--- src/rtl/core/mvt_pkg.sv ---
// mvt_pkg: shared types and constants for the 4x4 matrix-vector transform.
// Holds register indexes, reset columns and the pipeline control struct.
// No dependencies.
`default_nettype none

package mvt_pkg;

    // Number of matrix columns, vector components and output lanes
    localparam int NUM_COLS  = 4;
    localparam int NUM_LANES = 4;

    // Width of one column register
    localparam int CFG_W = 64;

    // Column register indexes
    typedef enum logic [1:0] {
        CFG_COL_X     = 2'd0,
        CFG_COL_Y     = 2'd1,
        CFG_COL_Z     = 2'd2,
        CFG_COL_TRANS = 2'd3
    } t_cfg_idx;

    // Reset columns: identity matrix in Q3.12
    localparam logic [CFG_W-1:0] RST_COL_X     = 64'h0000_0000_0000_1000;
    localparam logic [CFG_W-1:0] RST_COL_Y     = 64'h0000_0000_1000_0000;
    localparam logic [CFG_W-1:0] RST_COL_Z     = 64'h0000_1000_0000_0000;
    localparam logic [CFG_W-1:0] RST_COL_TRANS = 64'h1000_0000_0000_0000;

    // Load enables for the lane pipeline stages
    typedef struct packed {
        logic en_mul;
        logic en_sum;
    } t_pipe_ctl;

endpackage

`default_nettype wire

--- src/rtl/core/mvt_lane.sv ---
// mvt_lane: one output component: four products, sum with rounding,
// then shift and saturate. Depends on mvt_pkg.
`default_nettype none

module mvt_lane #(
    parameter int DATA_WIDTH = 16,
    parameter int FRAC_BITS  = 12
) (
    input  wire                               i_clk,
    input  mvt_pkg::t_pipe_ctl                i_ctl,
    input  logic signed [DATA_WIDTH-1:0]      i_coef [mvt_pkg::NUM_COLS],
    input  logic signed [DATA_WIDTH-1:0]      i_vec  [mvt_pkg::NUM_COLS],
    output logic signed [DATA_WIDTH-1:0]      o_res,
    output logic                              o_sat
);
    import mvt_pkg::*;

    localparam int PW = 2 * DATA_WIDTH;
    // Sum width; wraps at 64 bits like a 64-bit accumulator would
    localparam int SW = (2 * DATA_WIDTH + 3 > 64) ? 64 : 2 * DATA_WIDTH + 3;
    localparam logic signed [SW-1:0] RND = SW'((2 ** FRAC_BITS) >> 1);
    localparam logic signed [SW-1:0] HI  =
        SW'((64'sd1 <<< (DATA_WIDTH - 1)) - 64'sd1);
    localparam logic signed [SW-1:0] LO  = -HI - SW'(1);

    logic signed [PW-1:0] r_prod [NUM_COLS];
    logic signed [PW-1:0] n_prod [NUM_COLS];
    logic signed [SW-1:0] r_sum;
    logic signed [SW-1:0] n_sum;
    logic signed [SW-1:0] w_shift;

    // Multiply each coefficient by its vector component
    always_comb begin
        for (int c = 0; c < NUM_COLS; c++) begin
            n_prod[c] = i_coef[c] * i_vec[c];
        end
    end

    always_ff @(posedge i_clk) begin
        if (i_ctl.en_mul) begin
            r_prod <= n_prod;
        end
    end

    // Add the products and the rounding half
    always_comb begin
        n_sum = RND;
        for (int c = 0; c < NUM_COLS; c++) begin
            n_sum = n_sum + SW'(r_prod[c]);
        end
    end

    always_ff @(posedge i_clk) begin
        if (i_ctl.en_sum) begin
            r_sum <= n_sum;
        end
    end

    // Floor shift, then clamp to the output range
    assign w_shift = r_sum >>> FRAC_BITS;

    always_comb begin
        if (w_shift > HI) begin
            o_res = HI[DATA_WIDTH-1:0];
            o_sat = 1'b1;
        end else if (w_shift < LO) begin
            o_res = LO[DATA_WIDTH-1:0];
            o_sat = 1'b1;
        end else begin
            o_res = w_shift[DATA_WIDTH-1:0];
            o_sat = 1'b0;
        end
    end

endmodule

`default_nettype wire

--- config.mk ---
export PLATFORM = sky130hd
export DESIGN_NAME = mvt_lane
export DESIGN_NICKNAME = d
export VERILOG_FILES = /design/src/rtl/core/mvt_pkg.sv /design/src/rtl/core/mvt_lane.sv
export SDC_FILE = /design/constraint.sdc
export NUM_CORES = 2
export LEC_CHECK = 0
export ABC_CLOCK_PERIOD_IN_PS = 11570
export BUFFER_PORTS_ARGS = -buffer_cell sky130_fd_sc_hd__buf_2
export CAP_MARGIN = 15
export CORE_ASPECT_RATIO = 0.6
export CORE_UTILIZATION = 60
export CTS_CLUSTER_SIZE = 14
export DETAILED_ROUTE_END_ITERATION = 8
export HOLD_SLACK_MARGIN = 0.12
export PLACE_DENSITY = 0.76
export SKIP_LAST_GASP = 1
export SLEW_MARGIN = 20
export SYNTH_ARGS = -nofsm -noshare
export SYNTH_HDL_FRONTEND = slang
export SYNTH_SLANG_ARGS = --single-unit
--- constraint.sdc ---
create_clock -name i_clk -period 11.57 [get_ports i_clk]
set_input_delay 2.8925 -clock i_clk [delete_from_list [all_inputs] [get_ports i_clk]]
set_output_delay 2.8925 -clock i_clk [all_outputs]
set_load 0.05 [all_outputs]
==> impl_metrics.py <==
metrics = {
    "clocking": {
        "cts_setup_buffers": 0,
        "path_clk_slew_ps": 70,
        "tritoncts": "yes",
        "ctsResizeCount": 0,
        "cts_max_level": 4,
        "ctsHoldBuffers": 0,
        "cts_inserted_buffers": 17,
        "cts_sinks": 151,
        "cts_root_buffer": "clkbuf_16",
        "cts_buffer_depth": 2,
        "clock_latency_ps": 450,
    },
    "logic_synthesis": {
        "syn_inst": 4717,
        "syn_nets": 6351,
        "yosysTopAreaCellShare_pct": 47.8,
        "syn-cell-area_mm2": 0.0465,
        "ys.flop_type": "edfxtp_1",
        "synth_cell_type_count": 64,
        "synth.area.top_cells": "fa_1 48%, ha_1 11%, edfxtp_1 9.7%",
        "synth_top_area_cell": "fa_1",
        "synth_commonest_cells": "1144 x inv_1, 1112 x fa_1, 511 x nand2_1",
        "synth_most_common_cell": "inv_1",
        "ys_seq_elements": 151,
        "yosys_warnings": 0,
        "async_reset_ff_share_pct": 0,
        "synth-edff-count": 151,
        "syn-mean-instance-area_um2": 9.86,
        "ys_seq_area_share_pct": 9.75,
    },
    "layout": {
        "drive_gt1_share_pct": 4.01,
        "area_delta_synth_final_pct": 4.48,
        "nFillCells": 6190,
        "diodes": 0,
        "fin_nets": 6383,
    },
    "sta": {
        "slew_viol_final": 0,
        "fin_crit_ps": 9160,
        "setup_tns_ps": 0,
        "tightest_slew_ps": 1090,
        "whs_ps": 1180,
        "clock_skew_ps": 17.5,
        "max_freq_mhz": 109,
        "setup_viol": 0,
        "relSlewSlack_pct": 26.7,
        "post-route-period-util_pct": 79.1,
        "rsz0062_at_grt": "false",
        "finalHoldViolations": 0,
    },
    "detailed_routing": {
        "antenna_left": 0,
        "vias_per_cell": 5.50,
        "post_drt_wl_per_cell_um": 18.7,
        "dr.first_iter.drc_count": 2362,
        "vias": 31683,
        "drt_first_pass_iters": 8,
        "drc": 0,
        "finalWirelength_mm": 108,
    },
    "place": {
        "gp_congestion": 0.920,
        "portBuffers": 147,
        "dp_hpwl_mm": 89.9,
    },
    "die": {
        "die_y_um": 218,
        "die_x_um": 362,
        "start_util_pct": 61.1,
        "num_io_pins": 148,
        "std_cell_rows": 78,
        "core-area_mm2": 0.0761,
        "dieArea_mm2": 0.0787,
    },
    "worst_setup_path": {
        "r2r_end": "r_sum[34]",
        "required_ps": 11780,
        "r2r_start": "r_prod[42]",
        "reg2reg_depth": 13,
        "timing_worst_setup_path_type": "in -> reg",
        "cp-startpoint": "i_coef[27]",
        "end_kind": "flop",
        "crit_arrival_ps": 9370,
        "crit_end": "r_prod[62]",
        "start_kind": "input pin",
        "r2r_slack_ps": 7060,
        "path_max_fanout": 16,
    },
    "global_route": {
        "grt_pass1_wl_mm": 180,
        "grt_pass1_vias": 33564,
        "grt_overflow": 0,
        "grt_max_degree": 81,
        "antenna_found_initial": 5,
        "grt_usage_pct": 29.5,
    },
    "run": {
        "maxCapViolCount": 0,
    },
    "status": {
        "status": "completed",
    },
    "worst_hold_path": {
        "worstHoldPathType": "reg -> reg",
    },
}
## layout by cell type, fill, tap and decap left out, types with 20 or more instances in the layout
master and count:
fa_1 1112, nor2_1 120, nand2b_1 30, edfxtp_1 151
inv_1 1144, nand3_1 24, xor2_1 36, and2_1 504
ha_1 391, nor3_1 20, xnor2_1 125, o21a_1 33
a21oi_1 102, and3_1 20, buf_2 146, nand2_1 511
a21o_1 50, o21ai_0 55
## cell families (layout without fill, tap and decap cells)
kind of cell / Yosys count / after routing / synth area share (%)
and+or+nand+nor: 1271 / 1271 / 13.6
AOI/OAI and AO/OA: 351 / 351 / 4.92
adders and majority gates: 1503 / 1503 / 58.4
DFF: 151 / 151 / 9.75
buffers and inverters: 1280 / 1325 / 10.3
xor gates and xnor gates: 161 / 161 / 3.03
## state kept, by name (all words and copies together), names as in the netlist
register / flops
r_prod: 128
r_sum: 23
## through the flow
step	setup slack (ps)	util, %	area (um2)	std cells
5_1_grt	2130	63.9	48600	5762
2_1_floorplan	2620	-	46500	4717
3_3_place_gp	2150	63.1	48000	5730
4_1_cts	2570	63.9	48600	5762
3_5_place_dp	2090	63.1	48000	5730
6_report	2410	63.9	48600	5762
## cell type report
class,instances,area [um2],share of cell area [%]
Multi-Input combinational cell,3286,37200,76.5
Sequential cell,151,4530,9.33
Inverter,1144,4290,8.83
Tap cell,1000,1250,2.57
Timing Repair Buffer,149,753,1.55
Clock buffer,18,429,0.883
Clock inverter,14,163,0.335
## critical path: stages
cell	delay, ps
buf_2	310
nand2_1	150
fa_1	550
fa_1	520
fa_1	520
inv_1	50
fa_1	490
fa_1	490
inv_1	60
fa_1	480
inv_1	50
ha_1	390
nand3_1	180
or3_1	430
a2111oi_1	930
o211ai_1	260
a21oi_1	270
a21o_1	150
a21oi_1	70
xnor2_1	120
## worst min-delay path by stage
stage | to | slack [ps] | startpoint | cells after the start
floorplan | r_sum[12] | 840 | r_prod[96] | 6
global placement | r_sum[29] | 1150 | r_prod[93] | 5
detailed placement | r_sum[27] | 1150 | r_prod[121] | 5
CTS | r_sum[27] | 1180 | r_prod[121] | 4
global route | r_sum[27] | 1240 | r_prod[121] | 4
finish | r_sum[29] | 1180 | r_prod[93] | 5
## routing by layer
metal / vias to the layer above / part of all wire (%) / global-route usage (%)
li1: 14112 / - / -
met1: 16343 / 46 / 46.6
met2: 1116 / 44 / 44.1
met3: 110 / 8.8 / 4.77
met4: 2 / 1.2 / 3.80
met5: - / 0.036 / 0.368
Power is left out: the tool's default activity adds up to more than one toggle a clock period on the data nets, which glitch-free logic cannot reach.
