### src/rtl/core/mvt_pkg.sv
// mvt_pkg: shared types and constants for the 4x4 matrix-vector transform.
// Holds register indexes, reset columns and the pipeline control struct.
// No dependencies.
`default_nettype none

package mvt_pkg;

    // Number of matrix columns, vector components and output lanes
    localparam int NUM_COLS  = 4;
    localparam int NUM_LANES = 4;

    // Width of one column register
    localparam int CFG_W = 64;

    // Column register indexes
    typedef enum logic [1:0] {
        CFG_COL_X     = 2'd0,
        CFG_COL_Y     = 2'd1,
        CFG_COL_Z     = 2'd2,
        CFG_COL_TRANS = 2'd3
    } t_cfg_idx;

    // Reset columns: identity matrix in Q3.12
    localparam logic [CFG_W-1:0] RST_COL_X     = 64'h0000_0000_0000_1000;
    localparam logic [CFG_W-1:0] RST_COL_Y     = 64'h0000_0000_1000_0000;
    localparam logic [CFG_W-1:0] RST_COL_Z     = 64'h0000_1000_0000_0000;
    localparam logic [CFG_W-1:0] RST_COL_TRANS = 64'h1000_0000_0000_0000;

    // Load enables for the lane pipeline stages
    typedef struct packed {
        logic en_mul;
        logic en_sum;
    } t_pipe_ctl;

endpackage

`default_nettype wire

### src/rtl/core/mvt_merge.sv
// mvt_merge: output register that gathers the four lane results and
// combines their saturation flags. Depends on mvt_pkg.
`default_nettype none

module mvt_merge #(
    parameter int DATA_WIDTH = 16
) (
    input  wire                               i_clk,
    input  wire                               i_rst_n,
    input  wire                               i_valid,
    input  wire                               i_out_ready,
    input  logic signed [DATA_WIDTH-1:0]      i_res [mvt_pkg::NUM_LANES],
    input  logic        [mvt_pkg::NUM_LANES-1:0] i_sat,
    output logic                              o_ready,
    output logic                              o_valid,
    output logic signed [DATA_WIDTH-1:0]      o_res [mvt_pkg::NUM_LANES],
    output logic                              o_sat
);
    import mvt_pkg::*;

    logic                          r_valid;
    logic signed [DATA_WIDTH-1:0]  r_res [NUM_LANES];
    logic                          r_sat;

    // Take a new result when empty or when the held one leaves
    assign o_ready = !r_valid || i_out_ready;

    always_ff @(posedge i_clk) begin
        if (!i_rst_n) begin
            r_valid <= 1'b0;
        end else if (o_ready) begin
            r_valid <= i_valid;
        end
    end

    // Hold payload; flag any clamped lane
    always_ff @(posedge i_clk) begin
        if (o_ready && i_valid) begin
            r_res <= i_res;
            r_sat <= |i_sat;
        end
    end

    assign o_valid = r_valid;
    assign o_res   = r_res;
    assign o_sat   = r_sat;

endmodule

`default_nettype wire

### config.mk
export PLATFORM = sky130hd
export DESIGN_NAME = mvt_merge
export DESIGN_NICKNAME = d
export VERILOG_FILES = /design/src/rtl/core/mvt_pkg.sv /design/src/rtl/core/mvt_merge.sv
export SDC_FILE = /design/constraint.sdc
export NUM_CORES = 1
export LEC_CHECK = 0
export BUFFER_PORTS_ARGS = -buffer_cell sky130_fd_sc_hd__buf_2
export CORE_MARGIN = 2
export CORE_UTILIZATION = 30
export CTS_CLUSTER_DIAMETER = 80
export DETAILED_ROUTE_END_ITERATION = 6
export PLACE_DENSITY_LB_ADDON = 0.12
export SLEW_MARGIN = 0
export SYNTH_ARGS = -nofsm -noshare
export SYNTH_HDL_FRONTEND = slang
export SYNTH_SLANG_ARGS = --single-unit
### constraint.sdc
create_clock -name i_clk -period 3.1 [get_ports i_clk]
set_clock_uncertainty 0.05 [all_clocks]
set_input_delay 0.31 -clock i_clk [delete_from_list [all_inputs] [get_ports i_clk]]
set_output_delay 0.31 -clock i_clk [all_outputs]
set_load 0.02 [all_outputs]
==> metrics, run 1 <==
DR vias/cell=4.12; clock-pin slew on the worst setup and hold paths=0.06 ns; Slew @ Worst Pin=0.683 ns; fin. max-slew vios=0; initial antenna violation count=0; synthesized cell area=0.00200 mm²; register bit count reported by yosys=66; crit path max fanout=36; RSZ-0062 raised after global routing=false; CORE AREA=0.00639 mm²; EDFF count, synth=65; Tot GR Track Use=11.8%; GPL Wtd Cong=0.699; DR vias=1248; fmax=590 MHz; crit-path cells=nand2b_1 > and2_2 > buf_12; H-tree level count=3; HPWL after DPL=3140 µm; top cell type's share of synthesized area=97.4%; CP startpoint kind=flip-flop; GRT Residual Overflow=0; cts repair resizes=0; relative slew slack=54.5%; TNS Setup=0 ns; P per Cell Area=632 mW/mm²; drc violations=0; maximum VDD drop=294 µV; fin nets=293; Initial Utilization=31.4%; hold buffer count at CTS=0; CTS Buf Count=9; asr flop ratio synth=0%; Yosys warnings=0; Seq/Total Area, Yosys=98.4%; worst min-delay path category=in2reg; Post-DRT Antenna Nets=0; Hold Violations, Final=0; Fin Hold WS=0.107 ns; Tmin final=1.70 ns; Post-Route WL=4130 µm; row count=29; Critical Path Slowest Stage Cell=and2_2; Critical Path End Type=flip-flop; synth top area cells=edfxtp_1 97%, dfxtp_1 1.0%, a21boi_0 0.37%; chip height=85.7 µm; distinct cell type count after synthesis=7; Synth area leader=edfxtp_1; Final Cycle Share=54.7%; Pleak=0.00129 µW; cells after synthesis=71; worst path required time=3.06 ns; vias in the first global route=1315; WP data arrival=1.66 ns; port bufs=138; Pre-antenna DRT Iters=4; Slowest Stage Delay on Critical Path=0.60 ns; synthesis-to-layout area growth=49.3%; CTS tree=yes; Die X-Extent=85.7 µm; ys flop type=edfxtp_1; Antenna Cells=0; largest net degree at the start of global routing=37; clk_lat worst skew=0.32 ns; I/O Pins=139; first-pass GRT wire length=6240 µm; outcome=finished, final reports clean; Initial DRC Count=69; share of cells above drive strength 1=67.3%; crit path kind=reg2reg; root buffer cell=clkbuf_8; die area=0.00735 mm²; Net Count, Synth=143; final setup violation count=0; clk buf depth=2; reg-to-reg slack, setup=1.40 ns; Avg Cell Area, Syn=28.2 µm²; per-cell routed wire length=13.6 µm; Core Util, Final=46.8%; Post-CTS Setup Bufs=0; Sink Count=66; count leader, synth=edfxtp_1; MaxCap Viol Count=0
[critical path: cells and delay by family (launching register included)]
family        cells  cell delay [ns]
buf+inv           1             0.30
flops             1             0.31
simple gates      2             0.69
[worst paths after layout]
check             from   endpoint  cells past startpoint
min          i_res[14]  o_res[14]                      1
min reg2reg    o_valid    o_valid                      2
max            o_valid  o_res[40]                      3
max reg2reg    o_valid  o_res[40]                      3
[layer usage]
layer | wire [µm] | up-vias | track usage (%) | part of all wire (%)
met5 | 0 | - | 0 | 0
met4 | 112 | 0 | 7.94 | 2.7
met3 | 628 | 10 | 6.54 | 15
met2 | 1920 | 99 | 17.6 | 46
met1 | 1470 | 554 | 12.9 | 36
li1 | - | 585 | - | -
[flip-flops by register name, indices dropped and copies added, names as in the netlist]
name / count
o_res: 64
o_valid: 1
o_sat: 1
[final cells by class]
type | count | area (µm²)
clock inverter | 3 | 40.0
sequential | 66 | 1970
clock buffer | 13 | 139
tap | 77 | 96.3
multi-input combinational | 4 | 28.8
timing repair buffer | 139 | 711
inverter | 1 | 3.75
fill | 603 | 3400
[metrics by stage]
step | setup WS [ns] | cells | power [µW] | area, µm²
floorplan | 0.438 | 71 | 1160 | 2000
global placement | 1.34 | 287 | 1250 | 2810
detailed placement | 1.28 | 287 | 1260 | 2810
CTS | 1.39 | 303 | 1920 | 2990
global route | 1.30 | 303 | 1980 | 2990
finish | 1.40 | 303 | 1890 | 2990
[kinds of logic after synthesis]
family / share of synthesized area, %
and+or+nand+nor: 1.00
AOI/OAI and AO/OA: 0.375
DFF: 98.4
buffers and inverters: 0.187
[cell usage in the layout (no fill, tap or decap)]
cell type,Yosys,final
edfxtp_1,65,65
buf_2,0,138
bufinv_16,0,1
dfxtp_1,1,1
a21boi_0,1,1
buf_12,0,1
clkbuf_1,0,4
and2_2,0,1
or4_1,1,1
nand2b_1,1,1
clkinv_2,0,2
inv_1,1,1
clkbuf_8,0,9
[power by group]
group	internal, µW	total, µW	switching, µW
clock	370	654	284
sequential	1040	1050	11.4
combinational	67.8	183	115
total	1480	1890	410
(Power assumes the default switching activity.)
==> inputs of run 2 (changes only) <==
--- a/config.mk
+++ b/config.mk
@@ -5,6 +5,7 @@
 export SDC_FILE = /design/constraint.sdc
 export NUM_CORES = 1
 export LEC_CHECK = 0
+export ABC_AREA = 1
 export BUFFER_PORTS_ARGS = -buffer_cell sky130_fd_sc_hd__buf_2
 export CORE_MARGIN = 2
 export CORE_UTILIZATION = 30
==> constraint.sdc (replaced) <==
create_clock -name i_clk -period 1.5 [get_ports i_clk]
set_clock_uncertainty 0.05 [all_clocks]
set_input_delay 0.15 -clock i_clk [delete_from_list [all_inputs] [get_ports i_clk]]
set_output_delay 0.15 -clock i_clk [all_outputs]
set_load 0.02 [all_outputs]
==> metrics, run 2 <==
root buffer cell=clkbuf_8 (unchanged); synth top area cells=edfxtp_1 97%, dfxtp_1 0.99%, a21oi_2 0.43% (was edfxtp_1 97%, dfxtp_1 1.0%, a21boi_0 0.37%); clock-pin slew on the worst setup and hold paths=0.07 ns (was 0.06 ns); Die X-Extent=85.9 µm (was 85.7 µm); row count=29 (unchanged); CORE AREA=0.00642 mm² (was 0.00639 mm²); crit path max fanout=35 (was 36); most frequent cells in the layout=138 x buf_2, 66 x dlygate4sd3_1, 65 x edfxtp_1 (was 138 x buf_2, 65 x edfxtp_1, 9 x clkbuf_8); worst path required time=1.48 ns (was 3.06 ns); relative slew slack=87.2% (was 54.5%); per-cell routed wire length=12.7 µm (was 13.6 µm); synth cell count leaders=65 x edfxtp_1, 2 x inv_1, 2 x nor2_1; outcome=finished, final reports clean (unchanged); initial antenna violation count=0 (unchanged); CTS tree=yes (unchanged); CTS Buf Count=9 (unchanged); WP data arrival=1.14 ns (was 1.66 ns); Post-CTS Setup Bufs=0 (unchanged); Post-Route WL=4730 µm (was 4130 µm); number of flip-flops in the largest register=64 (unchanged); port bufs=138 (unchanged); worst min-delay path category=in2reg (unchanged); Power Total=3920 µW (was 1890 µW); cells after synthesis=75 (was 71); asr flop ratio synth=0% (unchanged); share of cells above drive strength 1=53.2% (was 67.3%); clk_lat worst skew=0.33 ns (was 0.32 ns); distinct cell type count after synthesis=9 (was 7); MaxCap Viol Count=0 (unchanged); Avg Cell Area, Syn=26.9 µm² (was 28.2 µm²); Critical Path End Type=flip-flop (unchanged); drc violations=0 (unchanged); GRT Residual Overflow=0 (unchanged); synthesized cell area=0.00201 mm² (was 0.00200 mm²); reg-to-reg slack, setup=0.34 ns (was 1.40 ns); Tmin final=1.16 ns (was 1.70 ns); largest net degree at the start of global routing=36 (was 37); CP startpoint=o_valid (unchanged); fin. max-slew vios=0 (unchanged); fin nets=364 (was 293); Tot GR Track Use=13.2% (was 11.8%); Filler Cell Count=505 (was 603); vias in the first global route=1518 (was 1315); P per Cell Area=1070 mW/mm² (was 632 mW/mm²); Slew @ Worst Pin=0.191 ns (was 0.683 ns); CP startpoint kind=flip-flop (unchanged); GPL Wtd Cong=0.650 (was 0.699); R2R cell count=2 (was 3); final non-filler cell area=0.00368 mm² (was 0.00299 mm²); hold buffer count at CTS=66 (was 0); register bit count reported by yosys=66 (unchanged); clk buf depth=2 (unchanged); final setup violation count=0 (unchanged); count leader, synth=edfxtp_1 (unchanged); reg-to-reg startpoint=o_valid (unchanged); Seq/Total Area, Yosys=97.9% (was 98.4%); die area=0.00739 mm² (was 0.00735 mm²); Synth area leader=edfxtp_1 (unchanged); Pleak=0.00158 µW (was 0.00129 µW); Initial DRC Count=33 (was 69); Pre-antenna DRT Iters=6 (was 4); Fin Hold WS=0.0233 ns (was 0.107 ns); critical path endpoint=o_res[10] (was o_res[40]); synthesis-to-layout area growth=82.5% (was 49.3%); Hold Violations, Final=0 (unchanged); ys flop type=edfxtp_1 (unchanged); EDFF count, synth=65 (unchanged); Worst Setup Slack, final=0.339 ns (was 1.40 ns); DP Area=0.00286 mm² (was 0.00281 mm²); top cell type's share of synthesized area=96.9% (was 97.4%); end of the worst register-to-register path=o_res[10] (was o_res[40]); DR vias/cell=4.02 (was 4.12); first-pass GRT wire length=7090 µm (was 6240 µm); cts repair resizes=0 (unchanged); Post-DRT Antenna Nets=0 (unchanged); DR vias=1502 (was 1248); Net Count, Synth=147 (was 143); TNS Setup=0 ns (unchanged); fmax=861 MHz (was 590 MHz); chip height=85.9 µm (was 85.7 µm); crit path kind=reg2reg (unchanged); Yosys warnings=0 (unchanged); Antenna Cells=0 (unchanged); Final Cycle Share=77.4% (was 54.7%); maximum VDD drop=640 µV (was 294 µV); Initial Utilization=31.4% (about the same); RSZ-0062 raised after global routing=false (unchanged); I/O Pins=139 (unchanged); most common cell after layout, fill and taps aside=buf_2 (unchanged); H-tree level count=3 (unchanged); Sink Count=66 (unchanged); DP Worst Slack=0.346 ns (was 1.28 ns)
==> run 2: power breakdown <==
| group | internal [µW] | switching (µW) | total (µW) | leakage [µW] |
|---|---|---|---|---|
| clock | 575 | 640 | 1220 | 0.0000775 |
| combinational | 260 | 269 | 529 | 0.000862 |
| sequential | 2150 | 23.3 | 2180 | 0.000636 |
==> run 2: cell type report <==
cell class / count / area [µm²] / share of cell area [%]
clock buffer: 9 / 124 / 3.37
clock inverter: 7 / 36.3 / 0.987
inverter: 3 / 11.3 / 0.306
multi-input combinational: 6 / 42.5 / 1.16
sequential: 66 / 1980 / 53.7
tap: 77 / 96.3 / 2.62
timing repair buffer: 206 / 1390 / 37.8
==> run 2: how the worst min path moves through the flow <==
stage / endpoint / startpoint / depth (start not counted) / slack [ns]
floorplan: o_res[0] / i_res[0] / 0 / 0.20
global placement: o_res[46] / i_res[46] / 1 / 0.28
detailed placement: o_res[38] / i_res[38] / 1 / 0.28
CTS: o_sat / i_sat[2] / 3 / 0.001
global route: o_sat / i_sat[2] / 3 / 0.03
finish: o_sat / i_sat[2] / 3 / 0.02
==> run 2: per-stage QoR <==
stage / std cells / util (%)
global route: 374 / 57.3
detailed placement: 292 / 44.5
floorplan: 75 / -
CTS: 374 / 57.3
finish: 374 / 57.3
global placement: 292 / 44.5
==> run 2: kinds of logic after synthesis <==
kind of cell,count (synthesis),synth area share [%]
AOI/OAI and AO/OA,2,0.683
buffers and inverters,3,0.559
DFF,66,97.9
and+or+nand+nor,4,0.870
==> run 2: metal layers <==
layer | track usage [%] | up-vias | wire length (µm)
met4 | 8.23 | 0 | 95
li1 | - | 729 | -
met5 | 0 | - | 0
met2 | 21.0 | 95 | 2260
met3 | 5.39 | 9 | 556
met1 | 14.7 | 669 | 1820
==> run 2: worst max-delay path, stage by stage, from the launching register on <==
cell	delay, ns
dfxtp_4	0.36
a21oi_4	0.19
buf_12	0.24
